## src/sv/lrp_pkg.sv

```systemverilog
// Shared constants for the LRU page replacement block.
// No dependencies; compile first.
package lrp_pkg;

  // Build-time defaults for the top-level parameters
  localparam int unsigned FRAMES_DEF    = 8;
  localparam int unsigned PAGE_BITS_DEF = 16;

  // Counter and configuration widths
  localparam int unsigned CNT_W  = 32;
  localparam int unsigned ACT_W  = 4;
  localparam int unsigned APB_DW = 32;
  localparam int unsigned APB_AW = 3;

  localparam logic [CNT_W-1:0] CNT_MAX    = '1;
  localparam logic [ACT_W-1:0] ACT_RESET  = 4'd8;

  // Register word index, taken from paddr[2]
  localparam logic REG_ACTIVE = 1'b0;

endpackage

```

## src/sv/lrp_if.sv

```systemverilog
// Handshake channels of the LRU page replacement block: page reference in,
// lookup result out. Depends on lrp_pkg for parameter defaults.
interface lrp_req_if #(
  parameter int unsigned PAGE_BITS = lrp_pkg::PAGE_BITS_DEF
);
  logic                 valid;
  logic                 ready;
  logic [PAGE_BITS-1:0] page_number;

  modport source (output valid, output page_number, input ready);
  modport sink   (input valid, input page_number, output ready);
endinterface

interface lrp_res_if #(
  parameter int unsigned FRAMES    = lrp_pkg::FRAMES_DEF,
  parameter int unsigned PAGE_BITS = lrp_pkg::PAGE_BITS_DEF
);
  localparam int unsigned IDX_W = $clog2(FRAMES);

  logic                       valid;
  logic                       ready;
  logic                       hit;
  logic [IDX_W-1:0]           frame_index;
  logic                       evicted_valid;
  logic [PAGE_BITS-1:0]       evicted_page;
  logic [lrp_pkg::CNT_W-1:0]  fault_total;
  logic [lrp_pkg::CNT_W-1:0]  hit_total;

  modport source (output valid, output hit, output frame_index, output evicted_valid,
                  output evicted_page, output fault_total, output hit_total, input ready);
  modport sink   (input valid, input hit, input frame_index, input evicted_valid,
                  input evicted_page, input fault_total, input hit_total, output ready);
endinterface

```

## src/sv/lrp_cell.sv

```systemverilog
// One frame cell of the LRU chain: holds page, valid bit and recency rank,
// folds its frame into the search token and passes it on. Types come from the top.
module lrp_cell #(
  parameter int unsigned INDEX     = 0,
  parameter int unsigned IDX_W     = 3,
  parameter int unsigned ACTC_W    = 4,
  parameter int unsigned PAGE_BITS = 16,
  parameter type         tok_t     = logic,
  parameter type         upd_t     = logic
) (
  input  logic                 clk_i,
  input  logic                 rst_ni,
  input  logic [PAGE_BITS-1:0] query_i,
  input  logic [ACTC_W-1:0]    act_i,
  input  tok_t                 tok_i,
  input  upd_t                 upd_i,
  output tok_t                 tok_o
);

  localparam logic [IDX_W-1:0]  MY_IDX = IDX_W'(INDEX);
  localparam logic [ACTC_W-1:0] MY_POS = ACTC_W'(INDEX);
  localparam bit                FIRST  = (INDEX == 0);

  logic [PAGE_BITS-1:0] page_q;
  logic                 valid_q;
  logic [IDX_W-1:0]     rank_q;
  tok_t                 tok_d, tok_q;
  logic                 active;

  assign active = MY_POS < act_i;

  always_comb begin
    tok_d = tok_i;
    if (active) begin
      // first matching frame wins
      if (valid_q && (page_q == query_i) && !tok_i.hit) begin
        tok_d.hit      = 1'b1;
        tok_d.hit_idx  = MY_IDX;
        tok_d.hit_rank = rank_q;
      end
      // first empty frame wins
      if (!valid_q && !tok_i.empty) begin
        tok_d.empty     = 1'b1;
        tok_d.empty_idx = MY_IDX;
      end
      // oldest frame: strictly larger rank replaces, so ties keep the lower frame
      if (FIRST || (rank_q > tok_i.best_rank)) begin
        tok_d.best_rank = rank_q;
        tok_d.best_idx  = MY_IDX;
        tok_d.best_page = page_q;
      end
    end
  end

  always_ff @(posedge clk_i or negedge rst_ni) begin
    if (!rst_ni) begin
      tok_q <= '0;
    end else begin
      tok_q <= tok_d;
    end
  end

  assign tok_o = tok_q;

  always_ff @(posedge clk_i or negedge rst_ni) begin
    if (!rst_ni) begin
      valid_q <= 1'b0;
      rank_q  <= '0;
    end else if (upd_i.en) begin
      if (upd_i.idx == MY_IDX) begin
        valid_q <= 1'b1;
        rank_q  <= '0;
      end else if (valid_q && (!upd_i.was_valid || (rank_q < upd_i.rank))) begin
        rank_q <= rank_q + 1'b1;
      end
    end
  end

  always_ff @(posedge clk_i) begin
    if (upd_i.en && upd_i.wr_page && (upd_i.idx == MY_IDX)) begin
      page_q <= upd_i.page;
    end
  end

endmodule

```

## src/sv/lru_page_replacement.sv

```systemverilog
// LRU page replacement: top level with controller, counters and APB register.
// Depends on lrp_pkg, lrp_if (lrp_req_if, lrp_res_if) and lrp_cell.
//
//   channel  dir  handshake        beat contents
//   req_i    in   valid/ready      page_number
//   res_o    out  valid/ready      hit, frame_index, evicted_valid, evicted_page,
//                                  fault_total, hit_total
//   apb      in   psel/penable     active_frames at paddr 0 (pready tied high)
//
// One reference at a time: the search token walks the FRAMES cells one per cycle,
// is caught in the pending register, then decides; the result is offered once the
// decision is registered, and a new reference waits until then.
// Reset empties every frame, zeroes ranks and counts, active_frames = 8.
// A result that is not taken holds the finished decision; the next reference
// is accepted as soon as the decision has been written to the result register.
module lru_page_replacement #(
  parameter int unsigned FRAMES    = lrp_pkg::FRAMES_DEF,
  parameter int unsigned PAGE_BITS = lrp_pkg::PAGE_BITS_DEF
) (
  input  logic                         clk_i,
  input  logic                         rst_ni,
  lrp_req_if.sink                      req_i,
  lrp_res_if.source                    res_o,
  input  logic                         psel,
  input  logic                         penable,
  input  logic                         pwrite,
  input  logic [lrp_pkg::APB_AW-1:0]   paddr,
  input  logic [lrp_pkg::APB_DW-1:0]   pwdata,
  output logic [lrp_pkg::APB_DW-1:0]   prdata,
  output logic                         pready
);
  import lrp_pkg::*;

  localparam int unsigned IDX_W  = $clog2(FRAMES);
  localparam int unsigned ACTC_W = $clog2(FRAMES + 1);

  // Search token handed from cell to cell
  typedef struct packed {
    logic                 vld;
    logic                 hit;
    logic [IDX_W-1:0]     hit_idx;
    logic [IDX_W-1:0]     hit_rank;
    logic                 empty;
    logic [IDX_W-1:0]     empty_idx;
    logic [IDX_W-1:0]     best_rank;
    logic [IDX_W-1:0]     best_idx;
    logic [PAGE_BITS-1:0] best_page;
  } tok_t;

  // Update broadcast to every cell
  typedef struct packed {
    logic                 en;
    logic [IDX_W-1:0]     idx;
    logic                 was_valid;
    logic [IDX_W-1:0]     rank;
    logic                 wr_page;
    logic [PAGE_BITS-1:0] page;
  } upd_t;

  // ---------------------------------------------------------------------------
  // Configuration register
  // ---------------------------------------------------------------------------
  logic [ACT_W-1:0]  act_raw_q;
  logic [ACTC_W-1:0] act;
  logic              cfg_wr;

  assign pready = 1'b1;
  assign cfg_wr = psel && penable && pwrite;

  always_ff @(posedge clk_i or negedge rst_ni) begin
    if (!rst_ni) begin
      act_raw_q <= ACT_RESET;
    end else if (cfg_wr && (paddr[2] == REG_ACTIVE)) begin
      act_raw_q <= pwdata[ACT_W-1:0];
    end
  end

  always_comb begin
    unique case (paddr[2])
      REG_ACTIVE: prdata = APB_DW'(act_raw_q);
      default:    prdata = '0;
    endcase
  end

  // Clamp the count: zero acts as one, anything past the built frames as FRAMES
  always_comb begin
    if (act_raw_q == '0) begin
      act = ACTC_W'(1);
    end else if (32'(act_raw_q) > 32'(FRAMES)) begin
      act = ACTC_W'(FRAMES);
    end else begin
      act = ACTC_W'(act_raw_q);
    end
  end

  // ---------------------------------------------------------------------------
  // Control: accept, launch the token, catch it at the end of the row
  // ---------------------------------------------------------------------------
  logic                 busy_q, start_q, pend_valid_q, res_valid_q;
  logic [PAGE_BITS-1:0] query_q;
  tok_t                 pend_q;
  tok_t                 tok_chain [FRAMES+1];
  upd_t                 upd;
  logic                 accept, fire;

  assign req_i.ready = !busy_q;
  assign accept      = req_i.valid && !busy_q;
  assign fire        = pend_valid_q && (!res_valid_q || res_o.ready);

  always_ff @(posedge clk_i or negedge rst_ni) begin
    if (!rst_ni) begin
      busy_q       <= 1'b0;
      start_q      <= 1'b0;
      pend_valid_q <= 1'b0;
    end else begin
      start_q <= accept;
      if (accept) begin
        busy_q <= 1'b1;
      end else if (fire) begin
        busy_q <= 1'b0;
      end
      if (tok_chain[FRAMES].vld) begin
        pend_valid_q <= 1'b1;
      end else if (fire) begin
        pend_valid_q <= 1'b0;
      end
    end
  end

  always_ff @(posedge clk_i) begin
    if (accept) begin
      query_q <= req_i.page_number;
    end
    if (tok_chain[FRAMES].vld) begin
      pend_q <= tok_chain[FRAMES];
    end
  end

  // Launch token: empty search state, marked valid in the cycle after accept
  always_comb begin
    tok_chain[0]     = '0;
    tok_chain[0].vld = start_q;
  end

  // ---------------------------------------------------------------------------
  // Row of frame cells
  // ---------------------------------------------------------------------------
  for (genvar j = 0; j < FRAMES; j++) begin : g_cell
    lrp_cell #(
      .INDEX     (j),
      .IDX_W     (IDX_W),
      .ACTC_W    (ACTC_W),
      .PAGE_BITS (PAGE_BITS),
      .tok_t     (tok_t),
      .upd_t     (upd_t)
    ) u_cell (
      .clk_i   (clk_i),
      .rst_ni  (rst_ni),
      .query_i (query_q),
      .act_i   (act),
      .tok_i   (tok_chain[j]),
      .upd_i   (upd),
      .tok_o   (tok_chain[j+1])
    );
  end

  // ---------------------------------------------------------------------------
  // Decision: hit, else fill the first empty frame, else replace the oldest
  // ---------------------------------------------------------------------------
  logic                 evict;
  logic [PAGE_BITS-1:0] evicted_page;

  always_comb begin
    upd.en    = fire;
    upd.page  = query_q;
    evict        = 1'b0;
    evicted_page = '0;
    if (pend_q.hit) begin
      upd.idx       = pend_q.hit_idx;
      upd.rank      = pend_q.hit_rank;
      upd.was_valid = 1'b1;
      upd.wr_page   = 1'b0;
    end else if (pend_q.empty) begin
      upd.idx       = pend_q.empty_idx;
      upd.rank      = '0;
      upd.was_valid = 1'b0;
      upd.wr_page   = 1'b1;
    end else begin
      upd.idx       = pend_q.best_idx;
      upd.rank      = pend_q.best_rank;
      upd.was_valid = 1'b1;
      upd.wr_page   = 1'b1;
      evict         = 1'b1;
      evicted_page  = pend_q.best_page;
    end
  end

  // ---------------------------------------------------------------------------
  // Saturating counts and the result register
  // ---------------------------------------------------------------------------
  logic [CNT_W-1:0]     fault_cnt_q, hit_cnt_q, fault_cnt_d, hit_cnt_d;
  logic                 res_hit_q, res_evict_q;
  logic [IDX_W-1:0]     res_idx_q;
  logic [PAGE_BITS-1:0] res_evpage_q;

  always_comb begin
    fault_cnt_d = fault_cnt_q;
    hit_cnt_d   = hit_cnt_q;
    if (pend_q.hit) begin
      if (hit_cnt_q != CNT_MAX) begin
        hit_cnt_d = hit_cnt_q + 1'b1;
      end
    end else if (fault_cnt_q != CNT_MAX) begin
      fault_cnt_d = fault_cnt_q + 1'b1;
    end
  end

  always_ff @(posedge clk_i or negedge rst_ni) begin
    if (!rst_ni) begin
      fault_cnt_q <= '0;
      hit_cnt_q   <= '0;
      res_valid_q <= 1'b0;
    end else begin
      if (fire) begin
        fault_cnt_q <= fault_cnt_d;
        hit_cnt_q   <= hit_cnt_d;
        res_valid_q <= 1'b1;
      end else if (res_o.ready) begin
        res_valid_q <= 1'b0;
      end
    end
  end

  always_ff @(posedge clk_i) begin
    if (fire) begin
      res_hit_q    <= pend_q.hit;
      res_idx_q    <= upd.idx;
      res_evict_q  <= evict;
      res_evpage_q <= evicted_page;
    end
  end

  assign res_o.valid         = res_valid_q;
  assign res_o.hit           = res_hit_q;
  assign res_o.frame_index   = res_idx_q;
  assign res_o.evicted_valid = res_evict_q;
  assign res_o.evicted_page  = res_evpage_q;
  assign res_o.fault_total   = fault_cnt_q;
  assign res_o.hit_total     = hit_cnt_q;

`ifndef SYNTH
  // a token reaches the end of the row only for an item in flight, never twice
  assert property (@(posedge clk_i) disable iff (!rst_ni)
    tok_chain[FRAMES].vld |-> (busy_q && !pend_valid_q))
    else $error("search token at row end without a pending reference");

  // a decision retires the item and fills the result register
  assert property (@(posedge clk_i) disable iff (!rst_ni)
    fire |=> (!busy_q && res_valid_q))
    else $error("decision did not retire the reference");

  // when idle nothing is left in flight
  assert property (@(posedge clk_i) disable iff (!rst_ni)
    !busy_q |-> (!pend_valid_q && !start_q))
    else $error("work in flight while idle");
`endif

endmodule
```

## src/flat_wrapper.sv

```systemverilog
// flat-port wrapper written by rule: the top's interface ports become plain ports
module lru_page_replacement_flat import lrp_pkg::*;
#(
  parameter int unsigned FRAMES    = lrp_pkg::FRAMES_DEF,
  parameter int unsigned PAGE_BITS = lrp_pkg::PAGE_BITS_DEF
)
  (clk_i, rst_ni, psel, penable, pwrite, paddr, pwdata, prdata, pready, req_i_valid, req_i_page_number, req_i_ready, res_o_valid, res_o_hit, res_o_frame_index, res_o_evicted_valid, res_o_evicted_page, res_o_fault_total, res_o_hit_total, res_o_ready);
  lrp_req_if #(.PAGE_BITS(PAGE_BITS)) req_i_i ();
  lrp_res_if #(.FRAMES(FRAMES), .PAGE_BITS(PAGE_BITS)) res_o_i ();
  input  logic clk_i;
  input  logic rst_ni;
  input  logic psel;
  input  logic penable;
  input  logic pwrite;
  input  logic [lrp_pkg::APB_AW-1:0] paddr;
  input  logic [lrp_pkg::APB_DW-1:0] pwdata;
  output logic [lrp_pkg::APB_DW-1:0] prdata;
  output logic pready;
  input wire logic [$bits(req_i_i.valid)-1:0] req_i_valid;
  input wire logic [$bits(req_i_i.page_number)-1:0] req_i_page_number;
  output wire logic [$bits(req_i_i.ready)-1:0] req_i_ready;
  output wire logic [$bits(res_o_i.valid)-1:0] res_o_valid;
  output wire logic [$bits(res_o_i.hit)-1:0] res_o_hit;
  output wire logic [$bits(res_o_i.frame_index)-1:0] res_o_frame_index;
  output wire logic [$bits(res_o_i.evicted_valid)-1:0] res_o_evicted_valid;
  output wire logic [$bits(res_o_i.evicted_page)-1:0] res_o_evicted_page;
  output wire logic [$bits(res_o_i.fault_total)-1:0] res_o_fault_total;
  output wire logic [$bits(res_o_i.hit_total)-1:0] res_o_hit_total;
  input wire logic [$bits(res_o_i.ready)-1:0] res_o_ready;
  assign req_i_i.valid = req_i_valid;
  assign req_i_i.page_number = req_i_page_number;
  assign req_i_ready = req_i_i.ready;
  assign res_o_valid = res_o_i.valid;
  assign res_o_hit = res_o_i.hit;
  assign res_o_frame_index = res_o_i.frame_index;
  assign res_o_evicted_valid = res_o_i.evicted_valid;
  assign res_o_evicted_page = res_o_i.evicted_page;
  assign res_o_fault_total = res_o_i.fault_total;
  assign res_o_hit_total = res_o_i.hit_total;
  assign res_o_i.ready = res_o_ready;
  lru_page_replacement #(.FRAMES(FRAMES), .PAGE_BITS(PAGE_BITS)) u_core (.clk_i(clk_i), .rst_ni(rst_ni), .req_i(req_i_i), .res_o(res_o_i), .psel(psel), .penable(penable), .pwrite(pwrite), .paddr(paddr), .pwdata(pwdata), .prdata(prdata), .pready(pready));
endmodule
```

## config.mk

```make
export PLATFORM = sky130hd
export DESIGN_NAME = lru_page_replacement_flat
export DESIGN_NICKNAME = d
export VERILOG_FILES = /design/src/sv/lrp_pkg.sv /design/src/sv/lrp_if.sv /design/src/sv/lrp_cell.sv /design/src/sv/lru_page_replacement.sv /design/src/flat_wrapper.sv
export SDC_FILE = /design/constraint.sdc
export NUM_CORES = 1
export LEC_CHECK = 0
export BUFFER_PORTS_ARGS = -buffer_cell sky130_fd_sc_hd__buf_2
export CORE_MARGIN = 2
export CORE_UTILIZATION = 50
export DETAILED_ROUTE_END_ITERATION = 7
export HOLD_SLACK_MARGIN = 0.02
export PLACE_DENSITY_LB_ADDON = 0.05
export SLEW_MARGIN = 20
export SYNTH_ARGS = -nofsm -noshare
export SYNTH_HDL_FRONTEND = slang
export SYNTH_HIERARCHICAL = 1
export SYNTH_SLANG_ARGS = --single-unit
```

## constraint.sdc

```tcl
create_clock -name clk_i -period 5.81 [get_ports clk_i]
set_input_delay 0.8715 -clock clk_i [delete_from_list [all_inputs] [get_ports clk_i]]
set_output_delay 0.8715 -clock clk_i [all_outputs]
set_load 0.005 [all_outputs]
```

* After elaboration in Yosys (flattened, before gate mapping)
Index checks and enable logic that the tools add are counted.
** Operators by class
- Reduce and logical (&&, ||, !) cells :: 109
- Eq/ne operators :: 17
- $add $sub $neg :: 10
- Magnitude comparators :: 24
- Multiplexer cells :: 58
- Bitwise gates (word level) :: 2
** Operators by type and width (number)
- $mux 33 :: 8
- $mux 22 :: 7
- $eq 16x16->1 :: 8
- $add 32x1->32 const B :: 2
- $ne 32x32->1 const B :: 2
- $mux 7 :: 8
- $mux 3 :: 16
- $logic_and 1x1->1 :: 44
- $mux 4 :: 11
- $reduce_and 2->1 :: 16
- $add 3x1->3 const B :: 8
- $logic_not 1->1 :: 24
- $lt 3x3->1 :: 8
- $reduce_bool 2->1 :: 11
- $gt 3x3->1 :: 7
- $lt 3x4->1 const A :: 4
- $mux 8 :: 2
- $eq 3x3->1 const B :: 4
- $logic_or 1x1->1 :: 9
- $lt 1x4->1 const A :: 2
- $lt 2x4->1 const A :: 2
- $eq 3x2->1 const B :: 2
- $mux 1 :: 6
- $reduce_and 3->1 :: 2
- 6 further kinds :: 7
** Storage, ports and cells
- Output and inout port bits :: 120
- Word-level logic and storage cells :: 336
- Register bits :: 574
- Input bits :: 58

* Depth between registers and ports, before layout
- Depth after elaboration :: 7
- Mapped depth :: 10

* Modules after synthesis
Netlist, hierarchy kept.
** Modules (own cells, without submodules)
- lru_page_replacement :: times used 1, area each 6043.3 um^2, seq. area each 3905.0 um^2, cells each 463
- lrp_cell at u_core.g_cell[4].u_cell :: times used 1, area each 2275.9 um^2, seq. area each 1431.4 um^2, cells each 150
- lrp_cell at u_core.g_cell[6].u_cell :: times used 1, area each 2240.9 um^2, seq. area each 1431.4 um^2, cells each 149
- lrp_cell at u_core.g_cell[1].u_cell :: times used 1, area each 2230.9 um^2, seq. area each 1431.4 um^2, cells each 151
- lrp_cell at u_core.g_cell[2].u_cell :: times used 1, area each 2220.9 um^2, seq. area each 1431.4 um^2, cells each 150
- lrp_cell at u_core.g_cell[5].u_cell :: times used 1, area each 2220.9 um^2, seq. area each 1431.4 um^2, cells each 149
- lrp_cell at u_core.g_cell[3].u_cell :: times used 1, area each 2212.1 um^2, seq. area each 1431.4 um^2, cells each 150
- lrp_cell at u_core.g_cell[7].u_cell :: times used 1, area each 2200.9 um^2, seq. area each 1431.4 um^2, cells each 152
- lrp_cell at u_core.g_cell[0].u_cell :: times used 1, area each 2143.3 um^2, seq. area each 1431.4 um^2, cells each 139

* Worst setup path after synthesis
OpenSTA, ideal clock, no wires.
- Path type :: input to register
- Start :: in res_o_ready
- End :: reg u_core.g_cell[0].u_cell.page_q[0] (enable)
- Setup time :: 374 ps
- Stages :: 3
- Arrival :: 2761 ps
- Setup slack :: 2675 ps
- Data required time :: 5436 ps
- Path through :: nand2b_1 and2_1 and3_1
** Between the ends
- Longest elaborated chain between the ends :: 4
** RTL lines
- start: declaration :: line flat_wrapper.sv:29 : input wire logic [$bits(res_o_i.ready)-1:0] res_o_ready;
- $logic_or 1x1->1 :: line lru_page_replacement.sv:108 : assign fire = pend_valid_q && (!res_valid_q || res_o.ready);
- $logic_and 1x1->1 :: line lru_page_replacement.sv:108
- via u_core.fire :: line lru_page_replacement.sv:104 : logic accept, fire;
- $logic_and 1x1->1 (2 in series) :: line lrp_cell.sv:80 : if (upd_i.en && upd_i.wr_page && (upd_i.idx == MY_IDX)) begin
- end signal: assignment :: line lrp_cell.sv:81 : page_q <= upd_i.page;
- end: declaration :: line lrp_cell.sv:24 : logic [PAGE_BITS-1:0] page_q;
The timed path passes the listed nets, and every way through them passes these cells.
A chain may end at the register's enable or synchronous reset.

==> out/results.ini <==
[cts]
clock_latency_ns = 0.62
clock_sink_count = 574
numCtsBuffers = 59
clockBufferDepth = 3
htree_levels = 2
cts_root_buf = clkbuf_16
cts_setup_buffers = 0
cts_hold_buffers = 0
cts_tree = built
post_cts_resized = 0
clk_pin_slew_ns = 0.06

[logic_synthesis]
yosysWarningCount = 6
syn_area_per_cell_um2 = 14.39
synth_top_area_frac = 0.3945
synth_compound_area_frac = 0.03377
synth_fa_ha_area_frac = 0.02472
synthSimpleGateAreaFrac = 0.1063
synth_top_family_by_area = simple AND/OR/NAND/NOR gates
muxShareOfSynthArea = 0.09215
ys_ff_latch = 574
synth-edff-count = 198
syn_inst = 1653
synthArstFlopShare = 0.6551
synth_cell_type_count = 66
synthTopCellsByArea = dfrtp_1 (39%), edfxtp_1 (25%), mux2_2 (8.2%)
ys.flop_type = dfrtp_1
synth_top_cell_by_area = dfrtp_1
synth-xor-area-share = 0.06958
syn_area_mm2 = 0.02379
seq_area_frac_synth = 0.6455

[drt]
vias_per_cell = 5.053
drcViolationCount = 0
drt_iter0_drc = 688
drtPass1Iterations = 5
antenna_left = 0
wire_per_inst_um = 17.27
routed_wl_um = 43490
vias = 12720

[setup_path]
criticalPathCategory = flip-flop to flip-flop
cp.required_ns = 6.35
r2r_end = u_core/g_cell[0].u_cell/rank_q[2]
r2r_start = u_core/pend_q[32]
r2r_slack_ns = 2.42
critical_path.cell_chain = nor2_1, a22o_1, inv_1, ha_1, a21oi_1, o211ai_1, or4_1, nand3_1
slowest_stage = nor2_1
reg2reg_depth = 8
startpoint_type = flip-flop
worst_ep_arrival_time_ns = 3.93
cp-end-kind = flip-flop
slowest_delay_ns = 0.84
path_max_fanout = 20

[place]
port_buffers = 118
dp_cells = 2406
gp_congestion = 0.8325
hpwl_um = 30110

[die]
design.core.area_mm2 = 0.04675
fp.dieW_um = 222.1
design.die.area_mm2 = 0.04934
row_count = 79
die_y_um = 222.1
pin_count = 178
initial_core_util = 0.5088

[finish]
synthToLayoutAreaGrowth_pct = 14.31
drive_above_1_share = 0.2611
diodes = 0
multi_input_area_mm2 = 0.008065
fillers = 3738
layout.cells.non_filler = 2518
final_util = 0.5816
seq_area_mm2 = 0.01536
nets = 1968

[grt]
grt_pass1_vias = 13270
track_usage = 0.1821
grt_max_degree = 144
grt-ovfl-total = 0
antenna_found_initial = 0
grt_pass1_wl_um = 71130

[min_path]
min_path_type = input port to async pin

[sta]
slew_headroom = 0.3275
worst_pin_slew_ns = 1.005
finClkSkew_ns = 0.02434
rsz0062_at_grt = no
fin_crit_ns = 3.394
setup_violations = 0
hold_viol_final = 0
setup_tns_ns = 0
period_share = 0.5842
fmax_mhz = 294.6
maxSlewViolCount = 0
hold_slack_ns = 0.2962

[job]
cap_violations = 0

[pwr]
power_leakage_nw = 11.42
switching_share = 0.2755
p_int_mw = 8.963
p_seq_frac = 0.459
combPwrFrac = 0.245
max-vdd-ir-drop_v = 0.0003160
p_sw_mw = 3.408
design_power_total_mw = 12.37
clkPwrFrac = 0.296
power.density_mw_per_mm2 = 454.9

[status]
run_status = complete, no violations

## synthesized netlist by cell type, types with 30 or more instances
cell	n
dfrtp_1	375
edfxtp_1	198
mux2_2	173
xnor2_1	115
xor2_1	74
inv_1	61
nand2_1	57
ha_1	47
nand3_1	45
nand4_1	45
nor2_1	31
nor2b_1	30
or2_2	30
## how the worst max path moves through the flow
| stage | start | endpoint | slack [ns] | cells past startpoint |
|---|---|---|---|---|
| after floorplan | res_o_ready | u_core/g_cell[0].u_cell/page_q[0] | 2.68 | 3 |
| final | u_core/pend_q[32] | u_core/g_cell[0].u_cell/rank_q[2] | 2.42 | 8 |
| after global routing | u_core/pend_q[32] | u_core/g_cell[5].u_cell/rank_q[2] | 2.16 | 8 |
| after detailed placement | u_core/pend_q[32] | u_core/g_cell[1].u_cell/rank_q[2] | 2.37 | 8 |
| after CTS | u_core/pend_q[32] | u_core/g_cell[1].u_cell/rank_q[2] | 2.35 | 8 |
| after global placement | u_core/pend_q[32] | u_core/g_cell[1].u_cell/rank_q[2] | 2.46 | 8 |
## per-layer routing
metal / routed length, um / vias to the layer above / global-route usage
met2: 21520 / 237 / 0.3111
li1: - / 6187 / -
met3: 1673 / 76 / 0.02876
met1: 19070 / 6223 / 0.2354
met5: 0 / - / 0
met4: 1235 / 0 / 0.06822
## registers in the layout, indices dropped and copies added, names as in the netlist
signal / count
u_core/res_o.hit: 1
u_core/pend_valid_q: 1
u_core/res_o.evicted_page: 16
u_core/query_q: 16
u_core/res_o.valid: 1
u_core/busy_q: 1
u_core/res_o.evicted_valid: 1
u_core/res_o.hit_total: 32
u_core/g_cell.u_cell/page_q: 128
u_core/start_q: 1
u_core/res_o.fault_total: 32
u_core/act_raw_q: 4
u_core/g_cell.u_cell/rank_q: 24
u_core/g_cell.u_cell/valid_q: 8
u_core/pend_q: 33
u_core/g_cell.u_cell/tok_o: 272
u_core/res_o.frame_index: 3
## power by group through the flow
stage | Clock, mW | Combinational, mW | Sequential (mW)
final | 3.66 | 3.03 | 5.68
after global routing | 3.94 | 3.36 | 5.79
after CTS | 3.77 | 3.04 | 5.69
after detailed placement | 0 | 3.01 | 5.76
after global placement | 0 | 2.96 | 5.74
after floorplan | 0 | 2.26 | 5.64
## worst max-delay path, delay by kind of cell, from the launching register on
kind	cells	cell delay [ns]
flops	1	0.58
simple gates	3	1.45
compound gates	3	0.87
fa+ha+maj	1	0.31
buf+inv	1	0.09
## layout make-up
| type | count | share of cell area |
|---|---|---|
| Clock inverter | 16 | 0.006534 |
| Multi-Input combinational cell | 1017 | 0.2966 |
| Clock buffer | 93 | 0.06354 |
| Tap cell | 607 | 0.02793 |
| Timing Repair Buffer | 150 | 0.03226 |
| Sequential cell | 574 | 0.5647 |
| Inverter | 61 | 0.008420 |
## stage by stage
step | instance area (um^2) | worst slack (ns)
5_1_grt | 27190 | 2.164
3_5_place_dp | 25250 | 2.369
6_report | 27190 | 2.416
2_1_floorplan | 24020 | 2.675
4_1_cts | 27160 | 2.347
3_3_place_gp | 25250 | 2.462
## cells in the final DEF (no fill, tap or decap), types with 6 or more instances in the layout
master       n
dfrtp_1    375
edfxtp_1   198
mux2_2     173
buf_2      117
xnor2_1    115
xor2_1      74
conb_1      64
clkbuf_16   62
inv_1       61
nand2_1     57
ha_1        47
nand3_1     45
nand4_1     45
nor2_1      31
nor2b_1     30
or2_2       30
and2_1      28
buf_4       27
clkbuf_1    25
nor4_1      25
nor3_1      25
nand2b_1    22
and3_1      21
a21o_1      17
or4_1       15
o211ai_1    15
o21bai_1    13
mux2_4      12
a21oi_1     12
a22o_1      11
and2_2       9
clkinv_2     8
a21bo_2      8
clkbuf_8     6
## cells by family after synthesis
group / count (synthesis)
flip-flops: 574
XOR/XNOR: 189
adder cells (fa/ha/maj): 47
AND/OR/NAND/NOR: 425
AO/OA/AOI/OAI: 101
other: 2
multiplexers: 191
buffers and inverters: 124
No activity file was read; power rests on OpenSTA's default activity.
